File: config.mk
export PLATFORM = sky130hd
export DESIGN_NAME = drpu_cordic
export DESIGN_NICKNAME = d
export VERILOG_FILES = /design/src/design/drpu_pkg.sv /design/src/design/drpu_cordic.sv
export SDC_FILE = /design/constraint.sdc
export NUM_CORES = 1
export LEC_CHECK = 0
export ABC_CLOCK_PERIOD_IN_PS = 7550
export BUFFER_PORTS_ARGS = -buffer_cell sky130_fd_sc_hd__buf_4
export CORE_MARGIN = 1
export CORE_UTILIZATION = 43
export CTS_CLUSTER_DIAMETER = 40
export DETAILED_ROUTE_END_ITERATION = 16
export HOLD_SLACK_MARGIN = 0.1
export PLACE_DENSITY_LB_ADDON = 0.3
export SYNTH_ARGS = -nofsm -noshare
export SYNTH_HDL_FRONTEND = slang
export SYNTH_SLANG_ARGS = --single-unit
export TNS_END_PERCENT = 30
File: constraint.sdc
create_clock -name clk -period 7.55 [get_ports clk]
set_input_delay 0.3775 -clock clk [delete_from_list [all_inputs] [get_ports clk]]
set_output_delay 0.3775 -clock clk [all_outputs]
set_load 0.01 [all_outputs]
File: src/design/drpu_pkg.sv
// Shared constants, arctangent table and register codes for the pose update core.
`timescale 1ns / 1ps
package drpu_pkg;

	localparam int MAX_STEPS = 30;
	localparam int STEP_W = 5;

	localparam logic [0:0] REG_MAP_WIDTH  = 1'b0;
	localparam logic [0:0] REG_MAP_HEIGHT = 1'b1;

	localparam logic [21:0] TWO_PI_Q16 = 22'd411775;
	localparam logic signed [35:0] PI_Q30      = 36'sd3373259426;
	localparam logic signed [35:0] TWO_PI_Q30  = 36'sd6746518852;
	localparam logic signed [35:0] HALF_PI_Q30 = 36'sd1686629713;
	localparam logic signed [33:0] GAIN_Q30    = 34'sd652032874;
	localparam logic signed [63:0] ROUND_Q30   = 64'sd536870912;

	function automatic logic signed [35:0] atan_q30(input logic [STEP_W-1:0] idx);
		logic signed [35:0] v;
		begin
			case (idx)
				5'd0:  v = 36'sd843314857;
				5'd1:  v = 36'sd497837829;
				5'd2:  v = 36'sd263043836;
				5'd3:  v = 36'sd133525158;
				5'd4:  v = 36'sd67021686;
				5'd5:  v = 36'sd33543515;
				5'd6:  v = 36'sd16775850;
				5'd7:  v = 36'sd8388437;
				5'd8:  v = 36'sd4194282;
				5'd9:  v = 36'sd2097149;
				5'd10: v = 36'sd1048575;
				5'd11: v = 36'sd524287;
				5'd12: v = 36'sd262143;
				5'd13: v = 36'sd131071;
				5'd14: v = 36'sd65535;
				5'd15: v = 36'sd32767;
				5'd16: v = 36'sd16383;
				5'd17: v = 36'sd8191;
				5'd18: v = 36'sd4095;
				5'd19: v = 36'sd2047;
				5'd20: v = 36'sd1023;
				5'd21: v = 36'sd511;
				5'd22: v = 36'sd255;
				5'd23: v = 36'sd127;
				5'd24: v = 36'sd63;
				5'd25: v = 36'sd31;
				5'd26: v = 36'sd15;
				5'd27: v = 36'sd8;
				5'd28: v = 36'sd4;
				5'd29: v = 36'sd2;
				default: v = 36'sd0;
			endcase
			return v;
		end
	endfunction

endpackage

File: src/design/drpu_cordic.sv
// Iterative CORDIC rotation unit: cos and sin of a Q3.16 heading.
`timescale 1ns / 1ps
module drpu_cordic #(
	parameter int STEPS = 18
) (
	input  logic                clk,
	input  logic                arst_n,
	input  logic                start,
	input  logic signed [19:0]  angle,
	output logic                done,
	output logic signed [31:0]  cos_val,
	output logic signed [31:0]  sin_val
);
	import drpu_pkg::*;

	localparam int N = (STEPS > MAX_STEPS) ? MAX_STEPS : STEPS;
	localparam logic [STEP_W-1:0] LAST = STEP_W'(N - 1);

	logic signed [33:0] x_q, y_q;
	logic signed [35:0] z_q;
	logic [STEP_W-1:0] i_q;
	logic neg_q, busy_q, done_q;

	logic signed [35:0] z0, z1, z2;
	logic neg0;
	logic signed [33:0] xs, ys;

	always_comb begin
		z0 = {{2{angle[19]}}, angle, 14'b0};
		if (z0 > PI_Q30) begin
			z1 = z0 - TWO_PI_Q30;
		end else if (z0 < -PI_Q30) begin
			z1 = z0 + TWO_PI_Q30;
		end else begin
			z1 = z0;
		end
		neg0 = 1'b0;
		z2 = z1;
		if (z1 > HALF_PI_Q30) begin
			z2 = z1 - PI_Q30;
			neg0 = 1'b1;
		end else if (z1 < -HALF_PI_Q30) begin
			z2 = z1 + PI_Q30;
			neg0 = 1'b1;
		end
		xs = x_q >>> i_q;
		ys = y_q >>> i_q;
	end

	always_ff @(posedge clk or negedge arst_n) begin
		if (!arst_n) begin
			busy_q <= 1'b0;
			done_q <= 1'b0;
			i_q <= '0;
		end else begin
			done_q <= 1'b0;
			if (start) begin
				busy_q <= 1'b1;
				i_q <= '0;
			end else if (busy_q) begin
				if (i_q == LAST) begin
					busy_q <= 1'b0;
					done_q <= 1'b1;
				end else begin
					i_q <= i_q + 1'b1;
				end
			end
		end
	end

	always_ff @(posedge clk) begin
		if (start) begin
			x_q <= GAIN_Q30;
			y_q <= '0;
			z_q <= z2;
			neg_q <= neg0;
		end else if (busy_q) begin
			if (z_q >= 0) begin
				x_q <= x_q - ys;
				y_q <= y_q + xs;
				z_q <= z_q - atan_q30(i_q);
			end else begin
				x_q <= x_q + ys;
				y_q <= y_q - xs;
				z_q <= z_q + atan_q30(i_q);
			end
		end
	end

	assign done = done_q;
	assign cos_val = neg_q ? -x_q[31:0] : x_q[31:0];
	assign sin_val = neg_q ? -y_q[31:0] : y_q[31:0];

endmodule

==> results.toml <==
[logic_synthesis]
yosysUniqueCellTypes = 99
yosysTopAreaCellShare_pct = 8.37
syn-cell-area_um2 = 19600
synth_edf_count = 37
async_flop_share_pct = 6.25
synth_top_family_by_area = "compound AO/OA/AOI/OAI gates"
syn_avg_cell_area_um2 = 7.82
synth_xor_area_share_pct = 12.2
synth_ff_type = "dfxtp_1"
yosys-top-cells-area = "xnor2_1, mux4_2, ha_1, dfxtp_1, edfxtp_1"
synthCells = 2503
ys_ff_latch = 112
yosys.area_share.simple_pct = 18.1
synth_top_cell_by_area = "xnor2_1"
synth-compound-area-share_pct = 26.3
muxShareOfSynthArea_pct = 15.2
syn_nets = 2656
synth_fa_ha_area_share_pct = 8.43
yosys_warnings = 0
ys_seq_area_share_pct = 13.5

[run_status]
status = "complete, no violations"

[cells_and_area]
diodes = 0
syn_to_final_growth_pct = 6.44
nFillCells = 4492
drive_gt1_share_pct = 12.4
num-nets-final = 2606
utilization_pct = 46.8

[power]
ir_drop_mv = 0.280
p_leak_nw = 8.37
p_per_area_nw_per_um2 = 547

[clock_network]
cts_made_buffers = 9
cts_tree = "done"
cts_max_path_buffers = 2
clock_latency_ns = 0.41
clk_pin_slew_worst_paths_ns = 0.08
h-tree-depth = 3
clock_sinks = 112
clockRootBuffer = "clkbuf_16"

[timing]
fin_setup_tns_ns = 0
max_slew.worst_pin.slew_ns = 1.23
finalSetupViolations = 0
report.final.hold_viol_count = 0
whs_ns = 0.319
period_share_pct = 90.7
fin_skew_ns = 0.0120
fin_crit_ns = 6.85
slew_viol_final = 0
fmax_mhz = 146
rsz0062_at_grt = "false"
slew_headroom_pct = 17.6

[run]
cap_violations = 0

[route]
wire_per_inst_um = 22.3
drc = 0
via_count = 19568
vias_per_cell = 6.42
antenna_left = 0
postRouteWirelength_mm = 68.0
firstDrtPassIters = 6
drtIter0Drc = 1675

[global_route]
antenna_found_initial = 0
grt_overflow = 0
grt_pass1_vias = 18505
grt_use_total_pct = 28.6
grt_max_degree = 65
grt_pass1_wl_mm = 106

[die]
core_area_um2 = 44500
die_w_um = 215
die_h_um = 215
start_util_pct = 44.0
dieArea_um2 = 46400
rows = 77
pin_count = 88

[worst_hold_path]
min_path_type = "input port to async pin"

[place]
globalplace.congestion = 0.975
dp_hpwl_mm = 52.2
port_buffers = 87

[critical_path]
crit_fanout = 43
startpoint_type = "flip-flop"
critPathCaptureType = "flip-flop"
required_ns = 7.85
worstPathArrival_ns = 7.15
criticalPathCategory = "flip-flop to flip-flop"
through the flow:
step / total power [mW] / worst slack [ns] / instance area [um^2] / instances
after floorplan: 8.56 / 1.25 / 19600 / 2503
after global placement: 10.6 / 0.820 / 20500 / 3032
after detailed placement: 10.7 / 0.675 / 20500 / 3032
after CTS: 11.4 / 0.637 / 20800 / 3049
after global routing: 12.5 / 0.0953 / 20800 / 3050
final: 11.4 / 0.702 / 20800 / 3050
power by group:
group / internal (mW) / total, mW / leakage [nW] / switching [mW]
Sequential: 0.975 / 1.56 / 1.05 / 0.587
Combinational: 4.22 / 9.30 / 7.17 / 5.08
Clock: 0.269 / 0.540 / 0.155 / 0.272
Total: 5.47 / 11.4 / 8.37 / 5.94
synth_stat cells (all sizes together), types with 17 or more instances:
| cell type | n |
|---|---|
| mux4 | 71 |
| or4 | 20 |
| nand2 | 227 |
| a31oi | 24 |
| mux2i | 105 |
| a21o | 40 |
| o211ai | 22 |
| a21oi | 177 |
| a211oi | 35 |
| edfxtp | 37 |
| and3 | 17 |
| dfxtp | 68 |
| and2 | 24 |
| o21ai | 199 |
| mux2 | 29 |
| or2 | 20 |
| ha | 127 |
| buf | 76 |
| clkbuf | 125 |
| o31ai | 45 |
| nand3 | 52 |
| inv | 76 |
| nand2b | 44 |
| nor3 | 39 |
| or3 | 20 |
| nand4 | 22 |
| o21a | 21 |
| o22ai | 24 |
| xnor2 | 188 |
| xor2 | 83 |
| nor2 | 181 |
| nor2b | 17 |
layout make-up:
class	instances	area, um^2	area share, %
Clock buffer	11	275	1.32
Clock inverter	5	41.3	0.198
Inverter	77	289	1.39
Multi-Input combinational cell	2113	15700	75.4
Sequential cell	112	2670	12.8
Tap cell	592	741	3.56
Timing Repair Buffer	140	1120	5.38
final timing paths:
kind	startpoint	to	slack (ns)	depth (start not counted)
worst min register to register	x_q[0]$_SDFFE_PP0P_	x_q[0]$_SDFFE_PP0P_	0.61	2
worst min-delay path	arst_n	done$_DFF_PN0_	0.32	2
min in group clk	start	y_q[29]$_SDFFE_PP0P_	0.41	2
worst max-delay path	i_q[2]$_DFFE_PN0P_	x_q[32]$_SDFFE_PP0P_	0.70	21
max in group asynchronous	arst_n	i_q[1]$_DFFE_PN0P_	7.08	2
worst max register to register	i_q[2]$_DFFE_PN0P_	x_q[32]$_SDFFE_PP0P_	0.70	21
worst max-delay path, stage by stage, from the launching register on:
cell      delay, ns
dfrtp_4        0.77
buf_6          0.43
mux4_2         0.46
mux2i_1        0.43
nor2_1         0.10
a211o_1        0.34
nor4_1         0.36
nand4_1        0.38
o21ai_0        0.31
xnor2_1        0.15
ha_1           0.30
a211oi_1       0.24
o21ai_0        0.19
a211oi_1       0.48
o21ai_0        0.26
a41oi_1        0.41
o311a_1        0.27
o21bai_1       0.08
a21oi_1        0.24
o21ai_0        0.15
xor2_1         0.15
a22o_1         0.20
layer usage:
layer | vias to the layer above | part of all wire [%] | GRT usage, % | wire (um)
met5 | - | 0 | 0 | 0
met4 | 0 | 3.7 | 10.8 | 2540
met3 | 134 | 6.0 | 3.78 | 4080
met2 | 752 | 47 | 48.3 | 32200
met1 | 9430 | 43 | 37.0 | 29200
li1 | 9252 | - | - | -
repair_timing:
item                                    CTS  global route
setup buffers                             0             1
hold buffers                              1             0
gates resized for setup                   0             1
hold endpoints to repair                  7             0
endpoints found under the setup margin    0             1
sequential cells by signal, summed over array words and instances (netlist names):
name and cells:
busy_q 1, done 1, i_q 5, neg_q 1, x_q 34, y_q 34
z_q 36
layout by cell type, fill, tap and decap left out, types with 20 or more instances in the layout:
master and n:
nand4_1 22, mux2i_1 105, o21a_1 21, nor3_1 37, o21ai_0 189, xor2_1 83
o211ai_1 22, mux4_2 71, nand2b_1 44, ha_1 127, o22ai_1 24, nand2_1 227
mux2_2 27, buf_4 133, or2_2 20, edfxtp_1 37, o31ai_1 45, a211oi_1 34
nand3_1 52, a21oi_1 175, and2_1 24, a31oi_1 24, a21o_1 40, xnor2_1 187
nor2_1 181, dfxtp_1 68, inv_1 75
logic make-up after synthesis:
group,Yosys count
compound gates,781
simple gates,726
buf+inv,278
xor+xnor,271
mux,205
fa+ha+maj,130
flops,112
Note: power is estimated with default switching activity, not from simulation.
