[config.mk]
export PLATFORM = sky130hd
export DESIGN_NAME = drpu_rem
export DESIGN_NICKNAME = d
export VERILOG_FILES = /design/src/design/drpu_pkg.sv /design/src/design/drpu_rem.sv
export SDC_FILE = /design/constraint.sdc
export NUM_CORES = 1
export LEC_CHECK = 0
export ABC_AREA = 1
export BUFFER_PORTS_ARGS = -buffer_cell sky130_fd_sc_hd__buf_2
export CAP_MARGIN = 20
export CORE_ASPECT_RATIO = 0.7
export CORE_UTILIZATION = 60
export DETAILED_ROUTE_END_ITERATION = 10
export MAX_ROUTING_LAYER = met4
export PLACE_DENSITY_LB_ADDON = 0.12
export SETUP_SLACK_MARGIN = 0.02
export SLEW_MARGIN = 15
export SYNTH_ARGS = -nofsm -noshare
export SYNTH_HDL_FRONTEND = slang
export SYNTH_SLANG_ARGS = --single-unit
[constraint.sdc]
create_clock -name clk -period 7.1 [get_ports clk]
set_input_delay 0.71 -clock clk [delete_from_list [all_inputs] [get_ports clk]]
set_output_delay 0.71 -clock clk [all_outputs]
set_load 0.1 [all_outputs]
[src/design/drpu_pkg.sv]
// Shared constants, arctangent table and register codes for the pose update core.
`timescale 1ns / 1ps
package drpu_pkg;

	localparam int MAX_STEPS = 30;
	localparam int STEP_W = 5;

	localparam logic [0:0] REG_MAP_WIDTH  = 1'b0;
	localparam logic [0:0] REG_MAP_HEIGHT = 1'b1;

	localparam logic [21:0] TWO_PI_Q16 = 22'd411775;
	localparam logic signed [35:0] PI_Q30      = 36'sd3373259426;
	localparam logic signed [35:0] TWO_PI_Q30  = 36'sd6746518852;
	localparam logic signed [35:0] HALF_PI_Q30 = 36'sd1686629713;
	localparam logic signed [33:0] GAIN_Q30    = 34'sd652032874;
	localparam logic signed [63:0] ROUND_Q30   = 64'sd536870912;

	function automatic logic signed [35:0] atan_q30(input logic [STEP_W-1:0] idx);
		logic signed [35:0] v;
		begin
			case (idx)
				5'd0:  v = 36'sd843314857;
				5'd1:  v = 36'sd497837829;
				5'd2:  v = 36'sd263043836;
				5'd3:  v = 36'sd133525158;
				5'd4:  v = 36'sd67021686;
				5'd5:  v = 36'sd33543515;
				5'd6:  v = 36'sd16775850;
				5'd7:  v = 36'sd8388437;
				5'd8:  v = 36'sd4194282;
				5'd9:  v = 36'sd2097149;
				5'd10: v = 36'sd1048575;
				5'd11: v = 36'sd524287;
				5'd12: v = 36'sd262143;
				5'd13: v = 36'sd131071;
				5'd14: v = 36'sd65535;
				5'd15: v = 36'sd32767;
				5'd16: v = 36'sd16383;
				5'd17: v = 36'sd8191;
				5'd18: v = 36'sd4095;
				5'd19: v = 36'sd2047;
				5'd20: v = 36'sd1023;
				5'd21: v = 36'sd511;
				5'd22: v = 36'sd255;
				5'd23: v = 36'sd127;
				5'd24: v = 36'sd63;
				5'd25: v = 36'sd31;
				5'd26: v = 36'sd15;
				5'd27: v = 36'sd8;
				5'd28: v = 36'sd4;
				5'd29: v = 36'sd2;
				default: v = 36'sd0;
			endcase
			return v;
		end
	endfunction

endpackage

[src/design/drpu_rem.sv]
// Bit-serial truncated remainder of a signed 35-bit value by an unsigned modulus.
`timescale 1ns / 1ps
module drpu_rem (
	input  logic                clk,
	input  logic                arst_n,
	input  logic                start,
	input  logic signed [34:0]  value,
	input  logic [30:0]         modulus,
	output logic                done,
	output logic signed [31:0]  result
);
	import drpu_pkg::*;

	localparam int MAG_W = 34;
	localparam logic [5:0] LAST = 6'(MAG_W - 1);

	logic [MAG_W-1:0] mag_q;
	logic [32:0] rem_q;
	logic [30:0] m_q;
	logic [5:0] cnt_q;
	logic neg_q, busy_q, done_q;
	logic signed [31:0] res_q;

	logic signed [34:0] absv;
	logic [32:0] trial, nrem;

	always_comb begin
		absv = value[34] ? -value : value;
		trial = {rem_q[31:0], mag_q[MAG_W-1]};
		nrem = (trial >= {2'b0, m_q}) ? trial - {2'b0, m_q} : trial;
	end

	always_ff @(posedge clk or negedge arst_n) begin
		if (!arst_n) begin
			busy_q <= 1'b0;
			done_q <= 1'b0;
			cnt_q <= '0;
		end else begin
			done_q <= 1'b0;
			if (start) begin
				cnt_q <= '0;
				if (modulus == '0) begin
					done_q <= 1'b1;
				end else begin
					busy_q <= 1'b1;
				end
			end else if (busy_q) begin
				cnt_q <= cnt_q + 1'b1;
				if (cnt_q == LAST) begin
					busy_q <= 1'b0;
					done_q <= 1'b1;
				end
			end
		end
	end

	always_ff @(posedge clk) begin
		if (start) begin
			mag_q <= absv[MAG_W-1:0];
			rem_q <= '0;
			m_q <= modulus;
			neg_q <= value[34];
			res_q <= value[31:0];
		end else if (busy_q) begin
			mag_q <= mag_q << 1;
			rem_q <= nrem;
			if (cnt_q == LAST) begin
				res_q <= neg_q ? -nrem[31:0] : nrem[31:0];
			end
		end
	end

	assign done = done_q;
	assign result = res_q;

endmodule
==> run summary, run 1 <==
Post-route antenna net violation count: 0
Total power: 4.54 mW
Inst Count DP: 1722
CP endpoint kind: flip-flop
Worst Path Arrival: 4.13 ns
Router iterations before antenna repair: 6
Critical R2R Launch: m_q[30]$_DFFE_PP_
Skew-Pair Late Insertion Delay: 0.43 ns
Final core occ: 70.5%
Netlist cell types: 51
DP Area: 0.0106 mm²
Post-CTS Resized: 0
Most common cell after layout, fill and taps aside: nand2_1
Final setup vio count: 0
Syn Inst Count: 1431
Row count: 38
Leakage power: 5.52 nW
HP Class: in2async
Final WL: 29200 µm
Mapped Area: 0.00989 mm²
Setup bufs post-CTS: 0
Global-route wire length before repair: 46100 µm
Total die area: 0.0170 mm²
Cell area after layout: 0.0111 mm²
Synthesis-stage register bit count: 138
Initial antenna violation count: 0
Prevailing post-synth register cell: edfxtp_1
Clk pin slew, worst setup/hold paths: 0.06 ns
Peak supply drop: 0.000266 V
Final hold violation count: 0
Period utilisation layout: 55.5%
Fin. max-slew vios: 0
Ys Warns: 0
Worst slew pin tran: 0.966 ns
Total congestion overflow: 0
Pre-CTS WS: 3.28 ns
Relative slew slack: 35.5%
Critical Path End: result[28]$_DFFE_PP_
Reg2Reg Setup Slack: 3.16 ns
Most frequent cells in the layout: nand2_1 (457), inv_1 (211), nor2_1 (125)
IO Count: 102
Vias in the first global route: 8981
Setup TNS: 0 ns
Mean Syn Cell Area: 6.91 µm²
Crit path from: m_q[30]$_DFFE_PP_
Tmin final: 3.94 ns
RSZ-0062 raised after global routing: no
Fmax: 254 MHz
Pin count of the biggest net entering global routing: 88
CORE AREA: 0.0158 mm²
Layout area overhead: 12.6%
Clk buf depth: 2
Sink Count: 138
Global-route usage over all layers: 36.9%
Final cell count without fillers: 1755
Starting Density: 62.6%
Die Width: 155 µm
Status: finished, final reports clean
Drt via density: 5.64
Max-cap violations: 0
DRC violation count after routing: 0
Layout Nets: 1627
Die Ht: 109 µm
# hold bufs at CTS: 0
Post-synth EDFFs: 98
Hold WS: 0.115 ns
Worst reg2reg path depth: 21
Num CTS Buffers: 17
Pwr Density: 408 mW/mm²
Port buffer count: 101
Vias: 9904
Post-synth ARST share: 5.80%
Sequential fraction of the synthesis area: 38.3%
TritonCTS clock tree: yes
DP HPWL: 22600 µm
N_diodes: 0
Root Buffer: clkbuf_16
Layout cells sized above 1: 12.7%
Post-route worst setup slack: 3.16 ns
Syn Nets: 1536
Worst R2R End: result[28]$_DFFE_PP_
CP startpoint kind: flip-flop
CTS HTree Levels: 4
Crit Path Max Fanout: 44
DRT iter0 DRCs: 1318
Worst Path Required: 7.29 ns
RD Place Congestion: 1.06
Wire length per cell: 16.7 µm
Kind of critical path: reg2reg
Worst Skew: 0.0105 ns
==> where the power goes <==
part	internal (mW)	leakage, nW	switching [mW]
Combinational	0.663	3.87	1.87
Clock	0.520	0.281	0.353
Sequential	1.04	1.37	0.0924
Total	2.22	5.52	2.32
==> state kept, by name, summed over array words and instances, names as in the netlist <==
name	flops
busy_q	1
cnt_q	6
done	1
m_q	31
mag_q	34
neg_q	1
rem_q	32
result	32
==> synthesized netlist by cell type, drive strengths merged, types with 2 or more instances <==
cell type / n / share of area, %
dfxtp: 32 / 6.5
xor2: 15 / 1.3
nand3: 117 / 6.2
xnor2: 3 / 0.27
edfxtp: 98 / 30
inv: 220 / 8.4
o21a: 2 / 0.15
o21ai: 105 / 5.6
dfrtp: 8 / 2.0
nor3: 19 / 1.0
nand2: 476 / 19
o31ai: 8 / 0.61
nor2: 140 / 5.8
a21o: 2 / 0.15
nand3b: 4 / 0.30
clkinv: 3 / 0.11
o21bai: 4 / 0.30
and2: 2 / 0.13
ha: 35 / 4.4
buf: 9 / 0.70
o22ai: 17 / 1.1
nand4: 17 / 1.1
a31oi: 9 / 0.57
clkbuf: 25 / 0.95
nor4: 10 / 0.63
a21oi: 45 / 2.6
==> worst max-delay path, stage by stage (launching register included) <==
cell      delay [ns]
edfxtp_1        0.35
inv_1           0.09
ha_1            0.25
inv_1           0.20
o21bai_1        0.15
nor3_1          0.35
nand3_2         0.14
nor2_4          0.43
nand2_8         0.28
nand2_1         0.13
nand2_1         0.14
ha_1            0.28
nand3_2         0.12
clkinv_1        0.09
nand2_1         0.08
nor2_2          0.05
nand2_1         0.07
nand2_2         0.12
nand2_1         0.12
nand2_1         0.06
nand3_1         0.09
nand2_1         0.07
==> how the worst min path moves through the flow <==
stage,start,end,cells past startpoint
after floorplan,arst_n,busy_q$_DFFE_PN0P_,0
after global placement,cnt_q[4]$_DFFE_PN0P_,cnt_q[4]$_DFFE_PN0P_,1
after detailed placement,cnt_q[4]$_DFFE_PN0P_,cnt_q[4]$_DFFE_PN0P_,1
after CTS,arst_n,cnt_q[4]$_DFFE_PN0P_,1
after global routing,arst_n,cnt_q[1]$_DFFE_PN0P_,1
final,arst_n,cnt_q[4]$_DFFE_PN0P_,1
==> logic make-up after synthesis <==
family	after synthesis	share of synthesized area, %
and+or+nand+nor	786	34.0
buffers and inverters	257	10.1
AOI/OAI and AO/OA	195	11.3
DFF	138	38.3
adders and majority gates	36	4.63
xor gates and xnor gates	18	1.59
muxes	1	0.101
==> layer usage <==
metal | global-route usage [%] | wire length, µm | vias to the layer above
met1 | 50.9 | 13000 | 4513
li1 | - | - | 4842
met4 | 10.6 | 501 | 0
met3 | 8.99 | 3360 | 43
met2 | 53.9 | 12300 | 506
met5 | - | 0 | -
==> area by class of cell <==
cell class	count	area, µm²
Tap cell	220	275
Multi-Input combinational cell	1036	5120
Sequential cell	138	3780
Inverter	223	837
Clock buffer	25	497
Fill cell	1379	4660
Timing Repair Buffer	106	556
Clock inverter	7	62.6
Power figures use the tool's default switching activity.
==> inputs of run 2 (changes only) <==
ABC_AREA = 0   (was 1)
CORE_UTILIZATION = 55   (was 60)
clock period = 3.45 ns   (was 7.1 ns; I/O delays follow)
==> run 2 against run 1 <==
Compared with the run above:
- the flow now finishes with violations (setup timing)
- power rose to 2.9 times the previous value
- register-to-register slack got worse by 3.7 ns
- synthesized area fell by 0.67%
- sequential share of layout area fell by 6.5 points
- clock power rose by 130%
- maximum frequency fell by 1.1%
- final cell count fell by 4.9%
- sequential power rose by 120%
- critical path depth fell by 4
- critical path type unchanged
- critical endpoint is now result[24]$_DFFE_PP_
- highest routed layer unchanged
==> run summary, run 2 <==
Most frequent cells in the layout: buf_4 (233), nor2_1 (117), nand2_1 (103)
Syn Nets: 1227 (-20%)
Wire length per cell: 20.0 µm (+20%)
Final hold violation count: 0 (unchanged)
Total die area: 0.0184 mm² (+8.2%)
Global-route wire length before repair: 51000 µm (+11%)
Max-cap violations: 0 (unchanged)
Pin count of the biggest net entering global routing: 88 (unchanged)
Netlist cell types: 82 (+61%)
Detail Route met3 WL: 2970 µm (-12%)
Total congestion overflow: 0 (unchanged)
Post-route antenna net violation count: 0 (unchanged)
Reg2Reg Setup Slack: -0.53 ns (-3.69 ns)
Port buffer count: 101 (unchanged)
Root Buffer: clkbuf_16
Mapped Area: 0.00982 mm² (-0.67%)
Final WL: 33300 µm (+14%)
Starting Density: 56.7% (-5.9 points)
Post-route worst setup slack: -0.532 ns (-3.69 ns)
Layout cells sized above 1: 36.5% (+24 points)
Worst slew pin tran: 0.851 ns (-0.115 ns)
Mean Syn Cell Area: 8.75 µm² (+27%)
Layout area overhead: 39.9%
Syn Inst Count: 1122 (-22%)
Post-synth EDFFs: 98 (unchanged)
Die Ht: 114 µm (+4.0%)
Max reg flops: 34 (unchanged)
Worst hold path startpoint: modulus[28]
Final core occ: 79.4% (+8.9 points)
Leakage power: 5.66 nW (+2.5%)
Post-synth ARST share: 5.80% (unchanged)
Most common cell in the netlist: nor2_1
Tmin final: 3.98 ns (+0.0421 ns)
CP endpoint kind: flip-flop
Kind of critical path: reg2reg
RD Place Congestion: 0.997 (-6.2%)
Prevailing post-synth register cell: edfxtp_1
Worst reg2reg path depth: 17 (-19%)
Crit Path Max Fanout: 7 (-84%)
Peak supply drop: 0.000594 V (+120%)
Yosys top cell by area: edfxtp_1
HP Class: in2reg
Worst Skew: 0.0169 ns (+0.00642 ns)
Status: finished with violations
Vias: 10438 (+5.4%)
Critical R2R Launch: m_q[4]$_DFFE_PP_
Period utilisation layout: 115% (+60 points)
Inst Count DP: 1605 (-6.8%)
Clk pin slew, worst setup/hold paths: 0.07 ns (about the same)
CTS HTree Levels: 4 (unchanged)
IO Count: 102 (unchanged)
Total power: 13.2 mW (+190%)
Fin. max-slew vios: 0 (unchanged)
Num CTS Buffers: 17 (unchanged)
Met2 WL: 15200 µm (+23%)
CP cell instances: inv_2 > ha_4 > a21o_1 > a31o_4 > o211ai_4 > a31oi_4 > or2_4 > mux2i_2 > ha_2 > nand2_2 > or4_4 > nor3_4 > a21oi_4 > buf_4 > o31ai_4 > xnor2_2 > o21ai_1
Met1 wire length: 14100 µm (+8.5%)
Hold WS: 0.0860 ns (-0.0291 ns)
Violated checks: setup timing
RSZ-0062 raised after global routing: yes
Ys Warns: 0 (unchanged)
Pwr Density: 960 mW/mm² (+140%)
Drt via density: 6.25 (+11%)
Layout Nets: 1529 (-6.0%)
TritonCTS clock tree: yes
Global-route usage over all layers: 37.1% (+0.13 points)
Sequential fraction of the synthesis area: 38.5% (+0.26 points)
Relative slew slack: 43.2% (+7.7 points)
DRT iter0 DRCs: 1307 (-0.83%)
Fmax: 251 MHz (-1.1%)
Commonest cells in the netlist: nor2_1 (120), nand2_1 (107), edfxtp_1 (98), a21oi_1 (85), o21ai_0 (55)
DP HPWL: 23200 µm (+2.5%)
Final cell count without fillers: 1669 (-4.9%)
Synth top area share: 30.0% (+0.20 points)
Skew-Pair Late Insertion Delay: 0.45 ns (+0.02 ns)
Final setup vio count: 23 (+23)
Slowest stage delay, CP: 0.43 ns (about the same)
Row count: 40 (+5.3%)
Vias in the first global route: 9651 (+7.5%)
Sink Count: 138 (unchanged)
CORE AREA: 0.0173 mm² (+9.7%)
Hold path cells: 1
Worst R2R End: result[24]$_DFFE_PP_
Synthesis-stage register bit count: 138 (unchanged)
CP startpoint kind: flip-flop
Initial antenna violation count: 1 (+1)
DRC violation count after routing: 0 (unchanged)
Die Width: 162 µm (+4.0%)
Worst Path Arrival: 4.17 ns (+0.04 ns)
Largest register by flop count: mag_q
Setup TNS: -7.83 ns (-7.83 ns)
Router iterations before antenna repair: 6 (unchanged)
Hold EP: m_q[28]$_DFFE_PP_
Most area-consuming cells after synthesis: edfxtp_1 (30%), dfxtp_1 (6.5%), nor2_1 (4.6%), ha_1 (4.5%), a21oi_1 (4.3%)
Clk buf depth: 2 (unchanged)
Slowest cell on crit path: or4_4
Worst Path Required: 3.63 ns (-3.66 ns)
Top layer in use: met4
Most common cell after layout, fill and taps aside: buf_4
[run 2: cell types whose count changed in the layout (fill, tap and decap cells not counted), sizes merged, moves of 18 or more]
cell	delta
buf	+240
mux2i	+22
or3	+18
nand2	-369
nand3	-101
xnor2	+29
xor2	+22
a211oi	+41
o21ai	-21
a21oi	+43
inv	-170
nor2	-19
[run 2: per-layer routing]
layer  vias to the layer above  global-route usage, %
li1                       4813                      -
met1                      4942                   50.1
met2                       590                   56.5
met3                        93                   6.84
met4                         0                   11.5
met5                         -                      -
[run 2: per-stage QoR]
| stage | area (µm²) | setup WS [ns] |
|---|---|---|
| floorplan | 9900 | -0.864 |
| global placement | 12000 | -0.539 |
| detailed placement | 12000 | -0.638 |
| CTS | 13200 | -0.476 |
| global route | 13700 | -0.682 |
| finish | 13700 | -0.532 |
[run 2: cell families after synthesis]
| kind of cell | Yosys count | share of synthesized area, % |
|---|---|---|
| AND/OR/NAND/NOR | 407 | 20.4 |
| AO/OA/AOI/OAI | 331 | 22.5 |
| flip-flops | 138 | 38.5 |
| buffers and inverters | 112 | 4.66 |
| XOR/XNOR | 69 | 6.15 |
| adder cells (fa/ha/maj) | 36 | 4.66 |
| multiplexers | 29 | 3.07 |
[run 2: cell type report]
class                           instances  area [µm²]
Multi-Input combinational cell        872        6450
Sequential cell                       138        3780
Fill cell                            1138        3570
Timing Repair Buffer                  347        2420
Clock buffer                           18         429
Tap cell                              231         289
Clock inverter                         14         186
Inverter                               48         180
Antenna cell                            1        2.50
[run 2: report_power, final]
part	switching [mW]	internal (mW)
Combinational	5.10	3.68
Sequential	0.253	2.19
Clock	0.814	1.16
[run 2: worst max-delay path, delay by kind of cell, from the launching register on]
family | cells | cell delay (ns)
AND/OR/NAND/NOR | 4 | 1.01
AO/OA/AOI/OAI | 7 | 1.29
XOR/XNOR | 1 | 0.16
flip-flops | 1 | 0.38
adder cells (fa/ha/maj) | 2 | 0.43
buffers and inverters | 2 | 0.24
multiplexers | 1 | 0.22
[run 2: worst max-delay path by stage]
| stage | to | cells past startpoint | startpoint | slack [ns] |
|---|---|---|---|---|
| global route | result[24]$_DFFE_PP_ | 17 | m_q[27]$_DFFE_PP_ | -0.68 |
| global placement | result[26]$_DFFE_PP_ | 16 | m_q[7]$_DFFE_PP_ | -0.54 |
| CTS | result[26]$_DFFE_PP_ | 16 | m_q[4]$_DFFE_PP_ | -0.48 |
| detailed placement | result[28]$_DFFE_PP_ | 17 | m_q[7]$_DFFE_PP_ | -0.64 |
| finish | result[24]$_DFFE_PP_ | 17 | m_q[4]$_DFFE_PP_ | -0.53 |
| floorplan | result[26]$_DFFE_PP_ | 20 | m_q[4]$_DFFE_PP_ | -0.86 |
[run 2: repair_timing]
action / CTS / global route
hold buffers: 1 / 0
resized for setup: 93 / 56
endpoints found under the setup margin: 27 / 28
hold endpoints to repair: 8 / 0
buffers inserted: 12 / 21
pin swaps: 45 / 45
==> inputs of run 3 (changes only) <==
CORE_MARGIN = 10   (was not set)
SKIP_CTS_REPAIR_TIMING = 1   (was not set)
==> run 3 against run 2 <==
Compared with the run above:
- the run still ends with setup timing left
- non-clock buffer count unchanged
- setup slack lost 0.022 ns
- critical path depth did not move
- die area grew 29%
- flip-flop and latch count unchanged
- global-route usage is 10 points lower
- clock skew down 0.0042 ns
- hold slack better by 0.012 ns
- largest cell class unchanged
- largest power group unchanged
- highest routed layer unchanged
==> run summary, run 3 (synthesis results as in run 2) <==
Status: finished with violations
Violated checks: setup timing
DRC violation count after routing: 0 (unchanged)
Vias: 10190 (-2.4%)
Worst Skew: 0.0127 ns (-0.00418 ns)
Crit Path Max Fanout: 8 (+1)
Worst Path Arrival: 4.15 ns (-0.02 ns)
Most frequent cells in the layout: buf_4 (236), nor2_1 (117), nand2_1 (105)
Row count: 40 (unchanged)
Clock power share: 15.2% (+0.3 points)
Layout Nets: 1529 (unchanged)
Pwr Density: 956 mW/mm² (-0.39%)
Critical R2R Launch: mag_q[33]$_DFFE_PP_
Clk buf depth: 2 (unchanged)
CP startpoint kind: flip-flop
Setup TNS: -7.21 ns (+0.621 ns)
Sw frac: 46.5% (-0.23 points)
DP HPWL: 24900 µm (+7.4%)
Worst hold path startpoint: modulus[28]
Switching power: 6.03 mW (-2.2%)
Die Width: 180 µm (+11%)
RSZ-0062 raised after global routing: yes
Post-route antenna net violation count: 0 (unchanged)
Router iterations before antenna repair: 6 (unchanged)
Cell mode on critical path: ha_2
Vias in the first global route: 9504 (-1.5%)
Initial antenna violation count: 0 (-1)
Sink Count: 138 (unchanged)
FF/Latch Area: 0.00378 mm² (unchanged)
Post-route worst setup slack: -0.554 ns (-0.0218 ns)
Drt via density: 6.11 (-2.3%)
Largest register by flop count: mag_q
Final hold violation count: 0 (unchanged)
DRT iter0 DRCs: 991 (-24%)
Total congestion overflow: 0 (unchanged)
Worst slew pin tran: 0.860 ns (+0.00846 ns)
Hold WS: 0.0981 ns (+0.0121 ns)
Tmin final: 4.00 ns (+0.0218 ns)
Fmax: 250 MHz (-0.55%)
Slowest cell on crit path: or4_4
CTS HTree Levels: 4 (unchanged)
Max-cap violations: 0 (unchanged)
Final setup vio count: 23 (unchanged)
Relative slew slack: 42.7% (-0.56 points)
CP cell instances: inv_1 > ha_2 > buf_4 > nor2b_4 > o2111a_2 > o211ai_4 > a31oi_4 > or2_4 > mux2i_4 > ha_2 > nand2_2 > or4_4 > nor3_4 > a21oi_4 > o41ai_2 > xnor2_1 > o21ai_1
Buf+Inv Stages, Crit Path: 2 (unchanged)
Layout area overhead: 38.0%
Clk pin slew, worst setup/hold paths: 0.07 ns (about the same)
N_diodes: 0 (-1)
Multi-input gate area: 0.00628 mm² (-2.5%)
Port buffer count: 101 (unchanged)
Final WL: 33700 µm (+1.1%)
Most common cell after layout, fill and taps aside: buf_4
Global-route usage over all layers: 27.0% (-10 points)
Comb power frac: 66.1% (-0.4 points)
CP delay by family, top: compound AO/OA/AOI/OAI gates
Max reg flops: 34 (unchanged)
Total die area: 0.0237 mm² (+29%)
Worst Path Required: 3.59 ns (-0.04 ns)
Starting Density: 56.7% (unchanged)
HP Class: in2reg
Slowest stage delay, CP: 0.43 ns (about the same)
Num CTS Buffers: 17 (unchanged)
Peak supply drop: 0.000757 V (+27%)
Crit path from: mag_q[33]$_DFFE_PP_
Period utilisation layout: 116% (+0.63 points)
IO Count: 102 (unchanged)
Leakage power: 5.63 nW (-0.53%)
Root Buffer: clkbuf_16
Layout cells sized above 1: 35.6% (-0.97 points)
Global-route wire length before repair: 50900 µm (-0.20%)
Fill cells: 1215 (+6.8%)
CP endpoint kind: flip-flop
Die Ht: 132 µm (+16%)
RD Place Congestion: 0.996 (-0.17%)
TritonCTS clock tree: yes
Wire length per cell: 20.2 µm (+1.2%)
Fin. max-slew vios: 0 (unchanged)
CORE AREA: 0.0173 mm² (unchanged)
Kind of critical path: reg2reg
Internal Power: 6.94 mW (-1.3%)
Pin count of the biggest net entering global routing: 87 (-1.1%)
Skew-Pair Late Insertion Delay: 0.43 ns (-0.02 ns)
Flop pwr share: 18.7% (+0.2 points)
## run 3: cell types whose count changed in the layout (fill, tap and decap cells not counted), moves of 3 or more
cell	delta
a21oi_1	+3
xnor2_1	+4
ha_4	-5
ha_1	+4
o21ai_1	-5
buf_4	+3
xnor2_2	-4
o21ai_2	+3
a21oi_2	-3
## run 3: area by class of cell
| cell class | count | share of cell area [%] |
|---|---|---|
| Timing Repair Buffer | 347 | 17.7 |
| Tap cell | 231 | 2.13 |
| Clock buffer | 18 | 3.17 |
| Clock inverter | 14 | 1.39 |
| Sequential cell | 138 | 27.9 |
| Inverter | 48 | 1.33 |
| Multi-Input combinational cell | 872 | 46.3 |
## run 3: worst reg2reg max path: cells and delay by family (launching register included)
kind            cells  cell delay, ns
flops               1            0.42
xor+xnor            1            0.16
buf+inv             2            0.21
mux                 1            0.20
fa+ha+maj           2            0.40
simple gates        5            1.12
compound gates      6            1.25
## run 3: worst paths after layout
check | end | slack [ns] | depth (start not counted)
max | result[26]$_DFFE_PP_ | -0.55 | 17
min | m_q[28]$_DFFE_PP_ | 0.1 | 1
max reg2reg | result[26]$_DFFE_PP_ | -0.55 | 17
min reg2reg | rem_q[31]$_SDFFE_PP0P_ | 0.53 | 2
max in group asynchronous | busy_q$_DFFE_PN0P_ | 2.98 | 2
min in group asynchronous | cnt_q[0]$_DFFE_PN0P_ | 0.28 | 2
## run 3: metrics by stage
step / worst slack, ns / cell area, µm² / std cells / utilization (%) / power, mW
4_1_cts: -0.686 / 12800 / 1652 / 73.7 / 11.9
6_report: -0.554 / 13600 / 1668 / 78.3 / 13.0
5_1_grt: -0.701 / 13600 / 1668 / 78.3 / 13.6
3_5_place_dp: -0.643 / 12100 / 1620 / 70.1 / 9.94
3_3_place_gp: -0.541 / 12100 / 1620 / 70.1 / 9.87
2_1_floorplan: -0.864 / 9900 / 1122 / - / 7.01
## run 3: metal layers
metal  track usage (%)  share of wire (%)
met5                 -                  0
met3              4.06                7.7
met4              7.79                2.3
met2              41.0                 46
met1              36.5                 44
## run 3: power by group through the flow
stage | Clock [mW] | Combinational (mW) | Sequential, mW
5_1_grt | 2.05 | 9.12 | 2.45
3_5_place_dp | 0 | 7.53 | 2.41
4_1_cts | 1.97 | 7.60 | 2.38
2_1_floorplan | 0 | 3.85 | 3.16
3_3_place_gp | 0 | 7.46 | 2.40
6_report | 1.97 | 8.57 | 2.42
